==> src/hw/rtl/gpc_pkg.sv <==
// ----------------------------------------------------------------------------
// Gripper position controller package
// Register map, item and result types and fixed drive constants.
// ----------------------------------------------------------------------------
package gpc_pkg;

  localparam logic signed [7:0] FULL_SPEED    = 8'sd127;
  localparam logic signed [7:0] MANUAL_LIMIT  = 8'sd50;
  localparam logic signed [7:0] MANUAL_MIN    = -8'sd128;
  localparam logic [6:0]        FULL_SPEED_MAG = 7'd127;

  localparam int CFG_IDX_W  = 3;
  localparam int CFG_DATA_W = 12;

  typedef enum logic [CFG_IDX_W-1:0] {
    CFG_OPEN_POSITION     = 3'd0,
    CFG_CLOSE_POSITION    = 3'd1,
    CFG_POSITION_DEADBAND = 3'd2,
    CFG_MOTION_THRESHOLD  = 3'd3,
    CFG_UPPER_LIMIT       = 3'd4,
    CFG_CREEP_SPEED       = 3'd5
  } cfg_index_t;

  typedef enum logic [1:0] {
    MOVE_FULL  = 2'd0,
    MOVE_HOLD  = 2'd1,
    MOVE_CREEP = 2'd2
  } move_status_t;

  typedef struct packed {
    logic [11:0] open_position;
    logic [11:0] close_position;
    logic [9:0]  position_deadband;
    logic [11:0] motion_threshold;
    logic [11:0] upper_limit;
    logic [6:0]  creep_speed;
  } gpc_cfg_t;

  typedef struct packed {
    logic        manual_mode;
    logic        auto_target_close;
    logic [11:0] last_pot_raw;
  } gpc_state_t;

  typedef struct packed {
    logic [11:0]        pot_raw;
    logic signed [13:0] pot_scaled;
    logic signed [7:0]  manual_speed;
    logic               open_button;
    logic               close_button;
  } gpc_item_t;

  typedef struct packed {
    logic signed [7:0] motor_a_speed;
    logic signed [7:0] motor_b_speed;
    logic              manual_active;
    move_status_t      move_status;
    logic              target_done;
  } gpc_result_t;

endpackage

==> src/hw/rtl/gpc_step.sv <==
// ----------------------------------------------------------------------------
// Gripper controller tick logic
// Mode select, bang-bang auto move with deadband, soft limits for one item.
// ----------------------------------------------------------------------------
module gpc_step import gpc_pkg::*; (
  input  gpc_item_t   item,
  input  gpc_cfg_t    cfg,
  input  gpc_state_t  state,
  output gpc_result_t result,
  output gpc_state_t  state_next
);

  logic signed [7:0]  man;
  logic signed [13:0] pos;
  logic               man_cmd;
  logic [11:0]        target;
  logic signed [14:0] err;
  logic [14:0]        aerr;
  logic signed [12:0] mv;
  logic [12:0]        amv;
  logic               fast;
  logic [6:0]         mag;
  logic               hold;
  logic signed [7:0]  drive_auto;
  move_status_t       status;
  logic               done;
  logic signed [7:0]  drive_pre;
  logic signed [7:0]  drive;

  always_comb begin
    man = item.manual_speed;
    pos = item.pot_scaled;
    man_cmd = (man > MANUAL_LIMIT) || (man < -MANUAL_LIMIT);

    state_next = state;
    state_next.last_pot_raw = item.pot_raw;
    if (man_cmd) begin
      state_next.manual_mode = 1'b1;
    end else if (item.open_button) begin
      state_next.manual_mode       = 1'b0;
      state_next.auto_target_close = 1'b0;
    end else if (item.close_button) begin
      state_next.manual_mode       = 1'b0;
      state_next.auto_target_close = 1'b1;
    end

    target = state_next.auto_target_close ? cfg.close_position : cfg.open_position;
    err    = $signed({3'b000, target}) - $signed({pos[13], pos});
    aerr   = err[14] ? 15'(-err) : 15'(err);
    mv     = $signed({1'b0, item.pot_raw}) - $signed({1'b0, state.last_pot_raw});
    amv    = mv[12] ? 13'(-mv) : 13'(mv);
    fast   = amv > {1'b0, cfg.motion_threshold};
    mag    = fast ? FULL_SPEED_MAG : cfg.creep_speed;
    hold   = aerr < {5'b00000, cfg.position_deadband};

    drive_auto = '0;
    status     = MOVE_HOLD;
    if (hold) begin
      status = MOVE_HOLD;
    end else if (!err[14] && (err != '0) && !state_next.auto_target_close) begin
      drive_auto = $signed({1'b0, mag});
      status     = fast ? MOVE_FULL : MOVE_CREEP;
    end else if (err[14] && state_next.auto_target_close) begin
      drive_auto = -$signed({1'b0, mag});
      status     = fast ? MOVE_FULL : MOVE_CREEP;
    end

    // close counts creeping as done, open only holding
    if (state_next.auto_target_close) begin
      done = (status == MOVE_HOLD) || (status == MOVE_CREEP);
    end else begin
      done = (status == MOVE_HOLD);
    end

    if (state_next.manual_mode) begin
      drive_pre = (man == MANUAL_MIN) ? -FULL_SPEED : man;
    end else begin
      drive_pre = drive_auto;
    end

    // soft end limits
    drive = drive_pre;
    if (pos[13]) begin
      if (drive_pre[7]) begin
        drive = '0;
      end
    end else if (pos > $signed({2'b00, cfg.upper_limit})) begin
      if (!drive_pre[7] && (drive_pre != '0)) begin
        drive = '0;
      end
    end

    result.motor_a_speed = drive;
    result.motor_b_speed = -drive;
    result.manual_active = state_next.manual_mode;
    result.move_status   = state_next.manual_mode ? MOVE_FULL : status;
    result.target_done   = state_next.manual_mode ? 1'b0 : done;
  end

endmodule

==> src/hw/rtl/gripper_position_controller.sv <==
// ----------------------------------------------------------------------------
// Gripper position controller
// Manual / auto open-close drive for a two-motor gripper, one tick per item.
// ----------------------------------------------------------------------------
// Takes one item per clock cycle at full rate while no result waits on
// result_stall. An item is held in an input register, the combinational tick
// logic works on it, and the result is loaded into the output register once
// that register is empty or its result is taken. The input register is a
// holding stage: one more item is taken while a result waits on result_stall.
// Configuration is written through cfg_valid/cfg_ready, which is always ready;
// writes to indexes above 5 are dropped. After reset the block is in manual
// mode with the open target selected.
module gripper_position_controller import gpc_pkg::*; (
  input  logic                  clk,
  input  logic                  rst,
  input  logic                  item_valid,
  output logic                  item_stall,
  input  logic [11:0]           pot_raw,
  input  logic signed [13:0]    pot_scaled,
  input  logic signed [7:0]     manual_speed,
  input  logic                  open_button,
  input  logic                  close_button,
  output logic                  result_valid,
  input  logic                  result_stall,
  output logic signed [7:0]     motor_a_speed,
  output logic signed [7:0]     motor_b_speed,
  output logic                  manual_active,
  output logic [1:0]            move_status,
  output logic                  target_done,
  input  logic                  cfg_valid,
  output logic                  cfg_ready,
  input  logic [CFG_IDX_W-1:0]  cfg_index,
  input  logic [CFG_DATA_W-1:0] cfg_data
);

  gpc_cfg_t    cfg;
  gpc_state_t  state;
  gpc_state_t  state_next;
  gpc_item_t   item_q;
  logic        item_full;
  gpc_result_t result_q;
  gpc_result_t result_next;
  logic        advance;
  logic        take;

  assign cfg_ready  = 1'b1;
  assign advance    = item_full && (!result_valid || !result_stall);
  assign item_stall = item_full && !advance;
  assign take       = item_valid && !item_stall;

  always_ff @(posedge clk) begin
    if (rst) begin
      cfg.open_position     <= 12'd0;
      cfg.close_position    <= 12'd3276;
      cfg.position_deadband <= 10'd164;
      cfg.motion_threshold  <= 12'd15;
      cfg.upper_limit       <= 12'd3686;
      cfg.creep_speed       <= 7'd50;
    end else if (cfg_valid && cfg_ready) begin
      case (cfg_index)
        CFG_OPEN_POSITION:     cfg.open_position     <= cfg_data;
        CFG_CLOSE_POSITION:    cfg.close_position    <= cfg_data;
        CFG_POSITION_DEADBAND: cfg.position_deadband <= cfg_data[9:0];
        CFG_MOTION_THRESHOLD:  cfg.motion_threshold  <= cfg_data;
        CFG_UPPER_LIMIT:       cfg.upper_limit       <= cfg_data;
        CFG_CREEP_SPEED:       cfg.creep_speed       <= cfg_data[6:0];
        default: ;
      endcase
    end
  end

  // control: occupancy flags and tick state
  always_ff @(posedge clk) begin
    if (rst) begin
      item_full               <= 1'b0;
      result_valid            <= 1'b0;
      state.manual_mode       <= 1'b1;
      state.auto_target_close <= 1'b0;
      state.last_pot_raw      <= 12'd0;
    end else begin
      if (take) begin
        item_full <= 1'b1;
      end else if (advance) begin
        item_full <= 1'b0;
      end
      if (advance) begin
        result_valid <= 1'b1;
        state        <= state_next;
      end else if (!result_stall) begin
        result_valid <= 1'b0;
      end
    end
  end

  // payload
  always_ff @(posedge clk) begin
    if (take) begin
      item_q.pot_raw      <= pot_raw;
      item_q.pot_scaled   <= pot_scaled;
      item_q.manual_speed <= manual_speed;
      item_q.open_button  <= open_button;
      item_q.close_button <= close_button;
    end
    if (advance) begin
      result_q <= result_next;
    end
  end

  gpc_step u_step (
    .item       (item_q),
    .cfg        (cfg),
    .state      (state),
    .result     (result_next),
    .state_next (state_next)
  );

  assign motor_a_speed = result_q.motor_a_speed;
  assign motor_b_speed = result_q.motor_b_speed;
  assign manual_active = result_q.manual_active;
  assign move_status   = result_q.move_status;
  assign target_done   = result_q.target_done;

endmodule

==> config.mk <==
export PLATFORM = sky130hd
export DESIGN_NAME = gripper_position_controller
export DESIGN_NICKNAME = d
export VERILOG_FILES = /design/src/hw/rtl/gpc_pkg.sv /design/src/hw/rtl/gpc_step.sv /design/src/hw/rtl/gripper_position_controller.sv
export SDC_FILE = /design/constraint.sdc
export NUM_CORES = 1
export LEC_CHECK = 0
export BUFFER_PORTS_ARGS = -buffer_cell sky130_fd_sc_hd__clkbuf_2
export CAP_MARGIN = 5
export CORE_ASPECT_RATIO = 1.5
export CORE_MARGIN = 2
export CORE_UTILIZATION = 40
export CTS_BUF_LIST = sky130_fd_sc_hd__clkbuf_4 sky130_fd_sc_hd__clkbuf_8 sky130_fd_sc_hd__clkbuf_16
export DETAILED_ROUTE_END_ITERATION = 10
export HOLD_SLACK_MARGIN = 0.03
export SYNTH_ARGS = -nofsm -noshare
export SYNTH_HDL_FRONTEND = slang
export SYNTH_SLANG_ARGS = --single-unit
==> constraint.sdc <==
create_clock -name clk -period 14.5 [get_ports clk]
set_input_delay 2.9 -clock clk [delete_from_list [all_inputs] [get_ports clk]]
set_output_delay 2.9 -clock clk [all_outputs]
set_load 0.01 [all_outputs]
==> flow_summary.yaml <==
outcome:
  status: "complete, no violations"
clock_network:
  h-tree-depth: 4
  cts_made_buffers: 17
  cts_tree: "done"
  clk_latency_ns: 0.44
  numClockSinks: 136
  cts_root_buf: "clkbuf_16"
  post-cts-setup-buffer-count: 0
  cts_buffer_depth: 2
  path_clk_slew_ns: 0.06
  cts_hold_buf: 0
  ctsResizeCount: 0
critical_path:
  path_class: "reg2reg"
  critPathLaunchType: "register"
  required_ns: 14.68
  crit_path_end_kind: "register"
  critPathArrivalTime_ns: 7.90
  critPathMostFrequentCell: "ha_1"
  worstPathMaxFanout: 18
  critical-path-max-stage-delay_ns: 0.55
  slowest_stage: "a311oi_1"
place:
  portBuffers: 77
  dpl_cell_area_sq_mm: 0.009036
  dp_slack_ns: 6.759
  hpwl_mm: 15.94
  routabilityCongestion: 0.8773
sta:
  fin_crit_sh: 0.5320
  hold_violations: 0
  hold_slack_ns: 0.4546
  clock-skew-final_ns: 0.01193
  slew_violations: 0
  tns_ns: 0
  grt_setup_unrepaired: "false"
  setup-violations-final: 0
  fin_crit_ns: 7.714
  slew_headroom: 0.2346
  fmax_mhz: 129.6
  layout_setup_ws_ns: 6.786
  tightestPinTransition_ns: 1.147
die:
  core_sq_mm: 0.02090
  die_height_microns: 181.9
  die-area_sq_mm: 0.02230
  die_w_microns: 122.6
  io_pins: 79
  std_cell_rows: 65
  start_util: 0.4037
power_and_ir_drop:
  p_clk_frac: 0.393
  leakagePower_uw: 0.004039
  power.switching_uw: 348.6
  p_comb_frac: 0.233
  seqPwrFrac: 0.374
  switching_share: 0.3035
  intPower_uw: 799.7
  power_density_mw_per_mm2: 118.9
  vdd_drop_max_uv: 82.36
global_route:
  antenna_found_initial: 0
  gr-total-overflow: 0
  use_met1: 0.2118
  grtUsageMet3: 0.03046
  grt_usage: 0.1955
  grt_pass1_wl_mm: 33.88
  first_global_vias: 6783
  busiest_layer: "met2"
  grt_max_degree: 82
  use_met2: 0.3642
routing:
  first_iter_violations: 430
  ant_nets: 0
  viasPerCell: 5.259
  dr.pass1.iters: 5
  drt-total-wl_mm: 20.98
  wl_per_cell_microns: 16.00
  via_count: 6894
  drc: 0
worst_hold_path:
  hold_path.class: "reg2reg"
synth:
  synthCells: 967
  ys_seq_area_frac: 0.3879
  syn_nets: 1087
  avgSynthCellArea_sq_um: 8.726
  synth-seq-cells: 136
  synth_warnings: 0
  synth.distinct_cells: 86
  syn_area_sq_mm: 0.008438
  ys_async_sr_fraction: 0
  synth_edf_count: 55
  dominantRegCellSynth: "dfxtp_1"
layout:
  antenna_cells: 0
  drive_gt1_frac: 0.1477
  num-fill-cells: 2063
  design_area_sq_mm: 0.009661
  syn2layout_area_growth_pct: 14.49
  fin_nets: 1150
job:
  cap_violations: 0
-- cell usage in the layout (no fill, tap or decap), drive strengths merged, types with 8 or more instances in the layout --
master and count:
nand2 178, xnor2 23, nor2 60, dfxtp 81, nor2b 14, and3 8, a21oi 88, clkbuf 97
mux2 16, mux2i 10, nor3 11, nand3 19, nand2b 10, nand3b 18, ha 62, inv 81
edfxtp 55, o21a 9, xor2 15, a21o 17, and2 14, a211oi 11, o21ai 30, a211o 8
-- power groups by stage --
stage	clock network, uW	registers (uW)	logic [uW]
floorplan	0	436	201
global placement	0	438	263
detailed placement	0	438	267
CTS	460	429	269
global route	478	431	301
finish	452	429	267
-- worst paths after layout --
kind	start	end	slack, ns	cells past startpoint
worst min register to register	state[5]	state[5]	0.45	2
worst max-delay path	item_q[5]	motor_b_speed[6]	6.79	30
worst min-delay path	state[5]	state[5]	0.45	2
worst max register to register	item_q[5]	motor_b_speed[6]	6.79	30
-- cell families (layout without fill, tap and decap cells) --
kind of cell | count (synthesis) | after routing | share of synthesized area
and+or+nand+nor | 369 | 369 | 0.2101
AOI/OAI and AO/OA | 223 | 223 | 0.1808
DFF | 136 | 136 | 0.3879
buffers and inverters | 110 | 186 | 0.05145
adders and majority gates | 64 | 64 | 0.09668
xor gates and xnor gates | 38 | 38 | 0.03944
muxes | 26 | 26 | 0.03321
other | 1 | 1 | 0.0004444
-- cell usage after synthesis (all sizes together), types with 11 or more instances --
cell	number	area share
edfxtp	55	0.20
dfxtp	81	0.19
and2	14	0.011
nand2	178	0.080
inv	74	0.033
o21ai	30	0.018
mux2	16	0.021
a21o	17	0.015
a21oi	88	0.054
nor2b	14	0.010
nor3	11	0.0065
clkbuf	26	0.012
xnor2	23	0.024
a211oi	11	0.012
nand3	19	0.011
nor2	60	0.027
xor2	15	0.016
ha	62	0.092
nand3b	18	0.016
-- state kept, by name (all words and copies together), names as in the netlist --
signal / flops
cfg: 65
item_q: 36
state: 14
motor_a_speed: 8
motor_b_speed: 7
move_status: 2
item_full: 1
manual_active: 1
result_valid: 1
target_done: 1
-- through the flow --
step                      power [uW]  std cells    util
after floorplan                636.5        967       -
after global placement         700.2       1279  0.4323
after detailed placement       704.3       1279  0.4323
after CTS                       1158       1311  0.4622
after global routing            1210       1311  0.4622
final                           1148       1311  0.4622
-- cell type report --
cell class / count / area [sq um] / share of cell area
Clock buffer: 20 / 500.5 / 0.05181
Inverter: 74 / 277.8 / 0.02875
Clock inverter: 12 / 123.9 / 0.01282
Timing Repair Buffer: 80 / 407.9 / 0.04222
Sequential cell: 136 / 3273 / 0.3388
Tap cell: 268 / 335.3 / 0.03471
Multi-Input combinational cell: 721 / 4742 / 0.4909
-- metal layers --
layer | routed length, microns | vias to the layer above
met4 | 720 | 0
met5 | 0 | -
met3 | 629 | 39
li1 | - | 3523
met2 | 11210 | 121
met1 | 8418 | 3211
-- critical path, delay by kind of cell (launching register included) --
kind                     cells  cell delay, ns
AO/OA/AOI/OAI               16            3.24
buffers and inverters        2            0.35
AND/OR/NAND/NOR              4            1.32
XOR/XNOR                     1            0.16
multiplexers                 3            0.85
adder cells (fa/ha/maj)      4            1.10
flip-flops                   1            0.43
(Power assumes the default switching activity.)
